`src/sv/tcce_pkg.sv`:
```
// tcce_pkg: shared types and constants for the text console cell engine
// holds item structs, command codes and default screen geometry
// no dependencies
package tcce_pkg;

	// default screen geometry
	localparam int unsigned COLS_DEF = 80;
	localparam int unsigned ROWS_DEF = 25;

	// blank cell: character 0, attribute 7
	localparam logic [15:0] BLANK_CELL = 16'h0700;

	// command codes
	typedef enum logic [2:0] {
		MODE_WRITE   = 3'd0,
		MODE_NEWLINE = 3'd1,
		MODE_CLEAR   = 3'd2,
		MODE_READ    = 3'd3,
		MODE_DELETE  = 3'd4,
		MODE_SETPOS  = 3'd5,
		MODE_REFRESH = 3'd6,
		MODE_NOP     = 3'd7
	} mode_t;

	// input item
	typedef struct packed {
		logic [2:0]         mode;
		logic [7:0]         symbol;
		logic [3:0]         fore_color;
		logic [3:0]         back_color;
		logic               first_of_text;
		logic [6:0]         col;
		logic [4:0]         row;
		logic signed [11:0] cell_offset;
	} tcce_in_t;

	// result item
	typedef struct packed {
		logic [7:0]  read_symbol;
		logic [6:0]  cursor_col;
		logic [4:0]  cursor_row;
		logic [10:0] hw_cursor_location;
		logic        offset_error;
	} tcce_out_t;

	// result handoff from the controller to the output register
	typedef struct packed {
		logic      load;
		tcce_out_t item;
	} tcce_res_t;

endpackage

```
`src/sv/tcce_ctrl.sv`:
```
// tcce_ctrl: command decode, cursor registers and clearing sweep
// drives the cell store ports and hands results to the output register
// depends on tcce_pkg
module tcce_ctrl #(
	parameter int unsigned COLS = tcce_pkg::COLS_DEF,
	parameter int unsigned ROWS = tcce_pkg::ROWS_DEF
) (
	input  logic                 clk,
	input  logic                 arst_n,
	input  logic                 in_valid,
	output logic                 in_ready,
	input  tcce_pkg::tcce_in_t   in_item,
	input  logic                 out_free,
	output tcce_pkg::tcce_res_t  res,
	output logic                 mem_we,
	output logic [$clog2(COLS*ROWS)-1:0] mem_waddr,
	output logic [15:0]          mem_wdata,
	output logic                 mem_re,
	output logic [$clog2(COLS*ROWS)-1:0] mem_raddr,
	input  logic [15:0]          mem_rdata
);
	import tcce_pkg::*;

	localparam int unsigned NCELLS = COLS * ROWS;
	localparam int unsigned AW     = $clog2(NCELLS);
	localparam int unsigned CW     = $clog2(COLS);
	localparam int unsigned RW     = $clog2(ROWS);
	localparam int unsigned TW     = ((AW > 11) ? AW : 11) + 2;

	typedef enum logic [2:0] {
		ST_CLEAR = 3'b001,
		ST_IDLE  = 3'b010,
		ST_READ  = 3'b100
	} state_t;

	state_t          state_q, state_d;
	logic [AW-1:0]   clr_q, clr_d;
	logic [CW-1:0]   cur_col_q, cur_col_d;
	logic [RW-1:0]   cur_row_q, cur_row_d;
	logic [AW-1:0]   hw_q, hw_d;
	tcce_out_t       pend_q, pend_d;

	logic            accept;
	logic [CW-1:0]   col_sat, pos_col;
	logic [RW-1:0]   row_sat, pos_row;
	logic [AW-1:0]   lin_cur, lin_pos;
	logic signed [TW-1:0] tgt;
	logic            tgt_ok;
	logic            err;
	tcce_out_t       res_item;

	assign in_ready = (state_q == ST_IDLE) && out_free;
	assign accept   = in_valid && in_ready;

	// saturated position from the item, or the cursor when the item is not the first of a text
	always_comb begin
		col_sat = ({2'b00, in_item.col} > 9'(COLS - 1)) ? CW'(COLS - 1) : CW'(in_item.col);
		row_sat = ({2'b00, in_item.row} > 7'(ROWS - 1)) ? RW'(ROWS - 1) : RW'(in_item.row);
		pos_col = in_item.first_of_text ? col_sat : cur_col_q;
		pos_row = in_item.first_of_text ? row_sat : cur_row_q;
	end

	// linear cell addresses and offset target
	always_comb begin
		lin_cur = AW'(AW'(cur_row_q) * AW'(COLS)) + AW'(cur_col_q);
		lin_pos = AW'(AW'(pos_row) * AW'(COLS)) + AW'(pos_col);
		tgt     = TW'($signed({1'b0, lin_cur})) + TW'(in_item.cell_offset);
		tgt_ok  = !tgt[TW-1] && (tgt < TW'(NCELLS));
	end

	// command execution
	always_comb begin
		state_d   = state_q;
		clr_d     = clr_q;
		cur_col_d = cur_col_q;
		cur_row_d = cur_row_q;
		hw_d      = hw_q;
		pend_d    = pend_q;
		mem_we    = 1'b0;
		mem_waddr = clr_q;
		mem_wdata = BLANK_CELL;
		mem_re    = 1'b0;
		mem_raddr = tgt[AW-1:0];
		err       = 1'b0;
		res.load  = 1'b0;

		case (state_q)
			ST_CLEAR: begin
				mem_we = 1'b1;
				clr_d  = clr_q + AW'(1);
				if (clr_q == AW'(NCELLS - 1)) begin
					state_d = ST_IDLE;
				end
			end
			ST_READ: begin
				res.load = 1'b1;
				state_d  = ST_IDLE;
			end
			ST_IDLE: begin
				if (accept) begin
					res.load = 1'b1;
					case (mode_t'(in_item.mode))
						MODE_WRITE: begin
							mem_we    = 1'b1;
							mem_waddr = lin_pos;
							mem_wdata = {in_item.back_color, in_item.fore_color, in_item.symbol};
							if (pos_col == CW'(COLS - 1)) begin
								cur_col_d = '0;
								cur_row_d = (pos_row == RW'(ROWS - 1)) ? pos_row : pos_row + RW'(1);
							end else begin
								cur_col_d = pos_col + CW'(1);
								cur_row_d = pos_row;
							end
						end
						MODE_NEWLINE: begin
							cur_col_d = '0;
							if (cur_row_q == RW'(ROWS - 1)) begin
								cur_row_d = '0;
								hw_d      = '0;
								clr_d     = '0;
								state_d   = ST_CLEAR;
							end else begin
								cur_row_d = cur_row_q + RW'(1);
								hw_d      = lin_cur - AW'(cur_col_q) + AW'(COLS);
							end
						end
						MODE_CLEAR: begin
							cur_col_d = '0;
							cur_row_d = '0;
							hw_d      = '0;
							clr_d     = '0;
							state_d   = ST_CLEAR;
						end
						MODE_READ: begin
							if (tgt_ok) begin
								mem_re   = 1'b1;
								res.load = 1'b0;
								state_d  = ST_READ;
							end else begin
								err = 1'b1;
							end
						end
						MODE_DELETE: begin
							if (tgt_ok) begin
								mem_we    = 1'b1;
								mem_waddr = tgt[AW-1:0];
								if (cur_col_q == '0) begin
									if (cur_row_q != '0) begin
										cur_row_d = cur_row_q - RW'(1);
										cur_col_d = CW'(COLS - 1);
										hw_d      = lin_cur - AW'(1);
									end
								end else begin
									cur_col_d = cur_col_q - CW'(1);
									hw_d      = lin_cur - AW'(1);
								end
							end else begin
								err = 1'b1;
							end
						end
						MODE_SETPOS: begin
							cur_col_d = col_sat;
							cur_row_d = row_sat;
						end
						MODE_REFRESH: begin
							hw_d = lin_cur;
						end
						default: begin
						end
					endcase
				end
			end
			default: begin
				state_d = ST_IDLE;
			end
		endcase

		// result built from the state after the command
		res_item.read_symbol        = '0;
		res_item.cursor_col         = 7'(cur_col_d);
		res_item.cursor_row         = 5'(cur_row_d);
		res_item.hw_cursor_location = 11'(hw_d);
		res_item.offset_error       = err;
		if (accept) begin
			pend_d = res_item;
		end
		if (state_q == ST_READ) begin
			res.item             = pend_q;
			res.item.read_symbol = mem_rdata[7:0];
		end else begin
			res.item = res_item;
		end
	end

	// control registers
	always_ff @(posedge clk or negedge arst_n) begin
		if (!arst_n) begin
			state_q   <= ST_CLEAR;
			clr_q     <= '0;
			cur_col_q <= '0;
			cur_row_q <= '0;
			hw_q      <= '0;
		end else begin
			state_q   <= state_d;
			clr_q     <= clr_d;
			cur_col_q <= cur_col_d;
			cur_row_q <= cur_row_d;
			hw_q      <= hw_d;
		end
	end

	// pending read result, payload only
	always_ff @(posedge clk) begin
		pend_q <= pend_d;
	end

	// checks
	a_load_free: assert property (@(posedge clk) disable iff (!arst_n)
		res.load |-> out_free)
		else $error("result loaded while output register busy");
	a_no_accept_clear: assert property (@(posedge clk) disable iff (!arst_n)
		(state_q == ST_CLEAR) |-> !in_ready)
		else $error("item accepted during clearing sweep");
	a_read_one_cycle: assert property (@(posedge clk) disable iff (!arst_n)
		(state_q == ST_READ) |=> (state_q == ST_IDLE))
		else $error("read wait longer than one cycle");
	a_rw_exclusive: assert property (@(posedge clk) disable iff (!arst_n)
		!(mem_we && mem_re))
		else $error("cell store read and write in the same cycle");

endmodule

```
`config.mk`:
```
export PLATFORM = sky130hd
export DESIGN_NAME = tcce_ctrl
export DESIGN_NICKNAME = d
export VERILOG_FILES = /design/src/sv/tcce_pkg.sv /design/src/sv/tcce_ctrl.sv
export SDC_FILE = /design/constraint.sdc
export NUM_CORES = 1
export LEC_CHECK = 0
export BUFFER_PORTS_ARGS = -buffer_cell sky130_fd_sc_hd__buf_2
export CAP_MARGIN = 20
export CORE_UTILIZATION = 35
export CTS_BUF_LIST = sky130_fd_sc_hd__clkbuf_4 sky130_fd_sc_hd__clkbuf_8
export DETAILED_ROUTE_END_ITERATION = 10
export GPL_ROUTABILITY_DRIVEN = 0
export GPL_TIMING_DRIVEN = 0
export MAX_ROUTING_LAYER = met4
export PLACE_DENSITY = 0.69
export SETUP_SLACK_MARGIN = 0.15
export SYNTH_ARGS = -nofsm -noshare
export SYNTH_HDL_FRONTEND = slang
export SYNTH_SLANG_ARGS = --single-unit
```
`constraint.sdc`:
```
create_clock -name clk -period 5.7 [get_ports clk]
set_input_delay 1.14 -clock clk [delete_from_list [all_inputs] [get_ports clk]]
set_output_delay 1.14 -clock clk [all_outputs]
set_load 0.05 [all_outputs]
```
# Word-level counts from Yosys, hierarchy flattened
# Index checks and enable logic that the tools add are counted.
dict set report word_totals {
  ff_bits 61
  latch_bits 0
  ramBits 0
  romBits 0
  input_bits 64
  output_inout_bits 74
  wordCells 116
  memories 0
}
dict set report classes {
  n_addsub 12
  multipliers 2
  n_div 0
  order_cmp 3
  eq_ne 19
  shifts 0
  n_mux 59
  bitwise_logic 0
  n_reduce_logical 12
}
# op n
set op_table {}
lappend op_table {{11-bit two-way mux} 11}
lappend op_table {{11-bit case mux with 2 select lines} 3}
lappend op_table {{7-bit two-way mux} 8}
lappend op_table {{5-bit two-way mux} 10}
lappend op_table {{16-bit two-way mux} 3}
lappend op_table {{11-bit case mux with 4 select lines} 1}
lappend op_table {{32-bit two-way mux} 1}
lappend op_table {{7-bit case mux with 4 select lines} 1}
lappend op_table {{5-bit case mux with 5 select lines} 1}
lappend op_table {{11-bit by 7-bit adder with 11-bit output} 2}
lappend op_table {{5-bit by 3-bit multiplier with 7-bit output (second input constant)} 2}
lappend op_table {{12-bit by 12-bit adder with 13-bit output} 1}
lappend op_table {{13-bit by 11-bit < comparator with 1-bit output (second input constant)} 1}
lappend op_table {{3-bit == test (second input constant)} 4}
lappend op_table {{3-bit two-way mux} 4}
lappend op_table {{11-bit by 1-bit adder with 11-bit output (second input constant)} 1}
lappend op_table {{11-bit by 7-bit adder with 11-bit output (second input constant)} 1}
lappend op_table {{11-bit == test (second input constant)} 1}
lappend op_table {{1-bit two-way mux} 11}
lappend op_table {{11-bit by 1-bit subtractor with 11-bit output (second input constant)} 1}
lappend op_table {{11-bit by 7-bit subtractor with 11-bit output} 1}
lappend op_table {{5-bit by 1-bit adder with 5-bit output (second input constant)} 2}
lappend op_table {{5-bit == test (second input constant)} 2}
lappend op_table {{3-bit by 2-bit == test with 1-bit output (second input constant)} 3}
lappend op_table {{other kinds (23)} 31}

# Logic depth before layout (Yosys ltp)
dict set report logic_depth {
  depth_word 10
  ltp_mapped 17
  mapped_depth_nobuf 16
}

# Worst setup path before layout
# No wires, ideal clock.
dict set report synth_path {
  kind {register -> output}
  startpoint {reg cur_row_q[0]}
  endpoint {out res[12] in the netlist's numbering}
  arrival_time_ps 5431
  required_time_ps 4560
  setup_slack_ps -871
  stages_incl_launch_ff 16
  n_path_buf 2
  path_cell_list {dfrtp_1 ha_1 inv_1 fa_1 inv_1 ha_1 and3_1 a221oi_2 xnor2_1 o211ai_1 or4_1 buf_2 buf_2 a31oi_1 a31oi_1 o31ai_1}
}
# item line
set synth_lines {}
lappend synth_lines {{start: declaration} tcce_ctrl.sv:39} ;# logic [RW-1:0] cur_row_q, cur_row_d;
lappend synth_lines {{start signal: assignment} tcce_ctrl.sv:207} ;# cur_row_q <= cur_row_d;
lappend synth_lines {{end: declaration} tcce_ctrl.sv:14} ;# output tcce_pkg::tcce_res_t res,

==> results.cfg <==
[worst_setup_path]
crit_type = reg2out
start_kind = flip-flop
worstSetupEndpointType = output pin
critPathMaxFanout = 7
crit_required_ns = 4.56
arrival_ns = 4.78

[timing]
fmax_ghz = 0.169
clock_skew_ns = 0.0106
layout_setup_ws_ns = -0.221
slew_violations = 0
tightest_slew_ns = 1.06
maxSlewHeadroom_pct = 28.2
finalHoldViolCount = 0
setup_viol = 30
rsz0062_at_grt = true
period_needed_ns = 5.92
post-route-period-util_pct = 104

[drt]
wire_per_inst_um = 19.9
routed_wl_um = 22600
first_pass_iters = 6
drc_errors = 0
num_vias = 6805
ant_nets = 0
viasPerCell = 5.98
drtIter0Drc = 757

[clock_tree]
cts_max_path_buffers = 2
clock-sinks = 61
htreeDepth = 3
cts-buffers-inserted = 9
cts_root_buf = clkbuf_8
hold_buffers = 0
clk_pin_slew_worst_paths_ns = 0.08
clk_latency_ns = 0.36
cts_tree = yes

[run_status]
failed_checks = negative setup slack
status = finished with violations

[placed_design]
dp_hpwl_um = 16500
port_buffers = 127

[logic_synthesis]
synth_top_flop_cell = dfrtp_1
ys_async_sr_fraction_pct = 60.7
syn_inst = 720
synth-edff-count = 24
syn_nets = 838
synthDistinctLibCells = 83
synth_seq_cells = 61
syn-cell-area_um2 = 6150
syn-mean-instance-area_um2 = 8.54
ys_seq_area_share_pct = 26.8
synth_warnings = 0

[floorplan]
die_height_um = 135
start_util_pct = 35.7
ioPinCount = 138
die_area_um2 = 18100
fp.dieW_um = 135
core_um2 = 17200
rows = 48

[final_layout]
post-route-util_pct = 51.1
fin_nets = 1022
fill_cells = 1539
drive_above_1_share_pct = 35.0
layout_common_cells = buf_2 (89), nand2_1 (55), nor2_1 (52)
syn2layout_area_growth_pct = 43.1
final_common_cell = buf_2

[flow_run]
drv_cap = 0

[global_route]
grt_pass1_vias = 6413
grt_overflow = 0
met2_usage_pct = 39.8
busiest_layer = met2
grtUsageMet1_pct = 31.9
use_met3_pct = 3.49
grt_max_degree = 38
grt_use_total_pct = 25.6
grt_pass1_wl_um = 34500
antenna_found_initial = 4

[hold_path]
hold_class = reg2reg
-- worst paths after layout --
path                                               end  cells after the start  slack (ns)              startpoint
min in group asynchronous         clr_q[1]$_DFFE_PN0P_                      1        0.92                  arst_n
worst min-delay path                 hw_q[3]$_DFF_PN0_                      1        0.50       hw_q[3]$_DFF_PN0_
worst min register to register       hw_q[3]$_DFF_PN0_                      1        0.50       hw_q[3]$_DFF_PN0_
worst max-delay path                           res[21]                     16       -0.22  cur_row_q[2]$_DFF_PN0_
max in group asynchronous       cur_row_q[0]$_DFF_PN0_                      1        4.10                  arst_n
worst max register to register    pend_q[19]$_DFFE_PP_                     16        1.26  cur_col_q[5]$_DFF_PN0_
-- kinds of logic after synthesis --
logic type,Yosys count,share of synthesized area (%)
AOI/OAI and AO/OA,209,24.6
xor gates and xnor gates,52,7.40
DFF,61,26.8
adders and majority gates,54,11.7
muxes,22,3.93
and+or+nand+nor,258,21.5
buffers and inverters,64,4.07
-- flip-flops by register name (all words and copies together) (netlist names) --
| signal | cells |
|---|---|
| cur_col_q | 7 |
| clr_q | 11 |
| hw_q | 11 |
| cur_row_q | 5 |
| state_q | 3 |
| pend_q | 24 |
-- cell usage after synthesis, types with 9 or more instances --
library cell / count / share of area [%]
mux2_2: 13 / 2.4
o21ai_0: 36 / 2.9
clkbuf_1: 32 / 2.0
a21oi_1: 38 / 3.1
a22oi_1: 10 / 1.2
nor3_1: 23 / 1.9
dfrtp_1: 36 / 15
inv_1: 24 / 1.5
a21o_1: 10 / 1.2
nor2_1: 56 / 3.4
nand2_1: 61 / 3.7
and3_1: 33 / 3.4
nand3_1: 24 / 2.0
xnor2_1: 30 / 4.3
a31oi_1: 17 / 1.7
a221o_1: 11 / 1.8
ha_1: 48 / 9.8
xor2_1: 22 / 3.1
edfxtp_1: 24 / 12
and2_1: 9 / 0.92
-- repair_timing --
item	4_1_cts	5_1_grt
pin swaps	44	26
cloned	2	0
gates resized for setup	155	47
setup buffers	35	10
endpoints found under the setup margin	38	38
-- routing by layer --
metal,wire length [um],up-vias
met3,1720,102
met4,1350,0
met5,0,-
met2,10400,342
met1,9130,3268
li1,-,3093
-- final cells by class --
cell class | count | area, um2 | share of cell area, %
sequential | 61 | 1650 | 18.8
multi-input combinational | 595 | 5060 | 57.5
antenna | 4 | 10.0 | 0.114
tap | 225 | 282 | 3.20
clock buffer | 9 | 124 | 1.41
clock inverter | 7 | 75.1 | 0.853
inverter | 25 | 97.6 | 1.11
buffer | 38 | 190 | 2.16
timing repair buffer | 174 | 1320 | 14.9
-- metrics by stage --
step / instances / setup WS (ns) / hold WS, ns / setup TNS, ns / area [um2]
6_report: 1138 / -0.221 / 0.501 / -2.80 / 8800
2_1_floorplan: 720 / 0.115 / 0.457 / 0 / 6420
3_3_place_gp: 1072 / -0.861 / 0.469 / -17.45 / 7340
5_1_grt: 1138 / -0.323 / 0.531 / -6.87 / 8800
3_5_place_dp: 1072 / -0.909 / 0.482 / -19.15 / 7340
4_1_cts: 1124 / -0.283 / 0.500 / -4.88 / 8470
-- critical path, stage by stage (launching register included) --
cell and delay (ns):
dfrtp_2 0.46, ha_2 0.32, ha_1 0.35, nor2_2 0.20
nor2_1 0.09, xor2_2 0.25, ha_4 0.27, a21oi_4 0.22
nand2_1 0.09, a211o_1 0.31, a21oi_2 0.27, or4_4 0.22
buf_6 0.12, nand3_1 0.17, or4_1 0.62, a31oi_2 0.22
buf_4 0.23
Power is left out: the tool's default activity adds up to more than one toggle a clock period on the data nets, which glitch-free logic cannot reach.
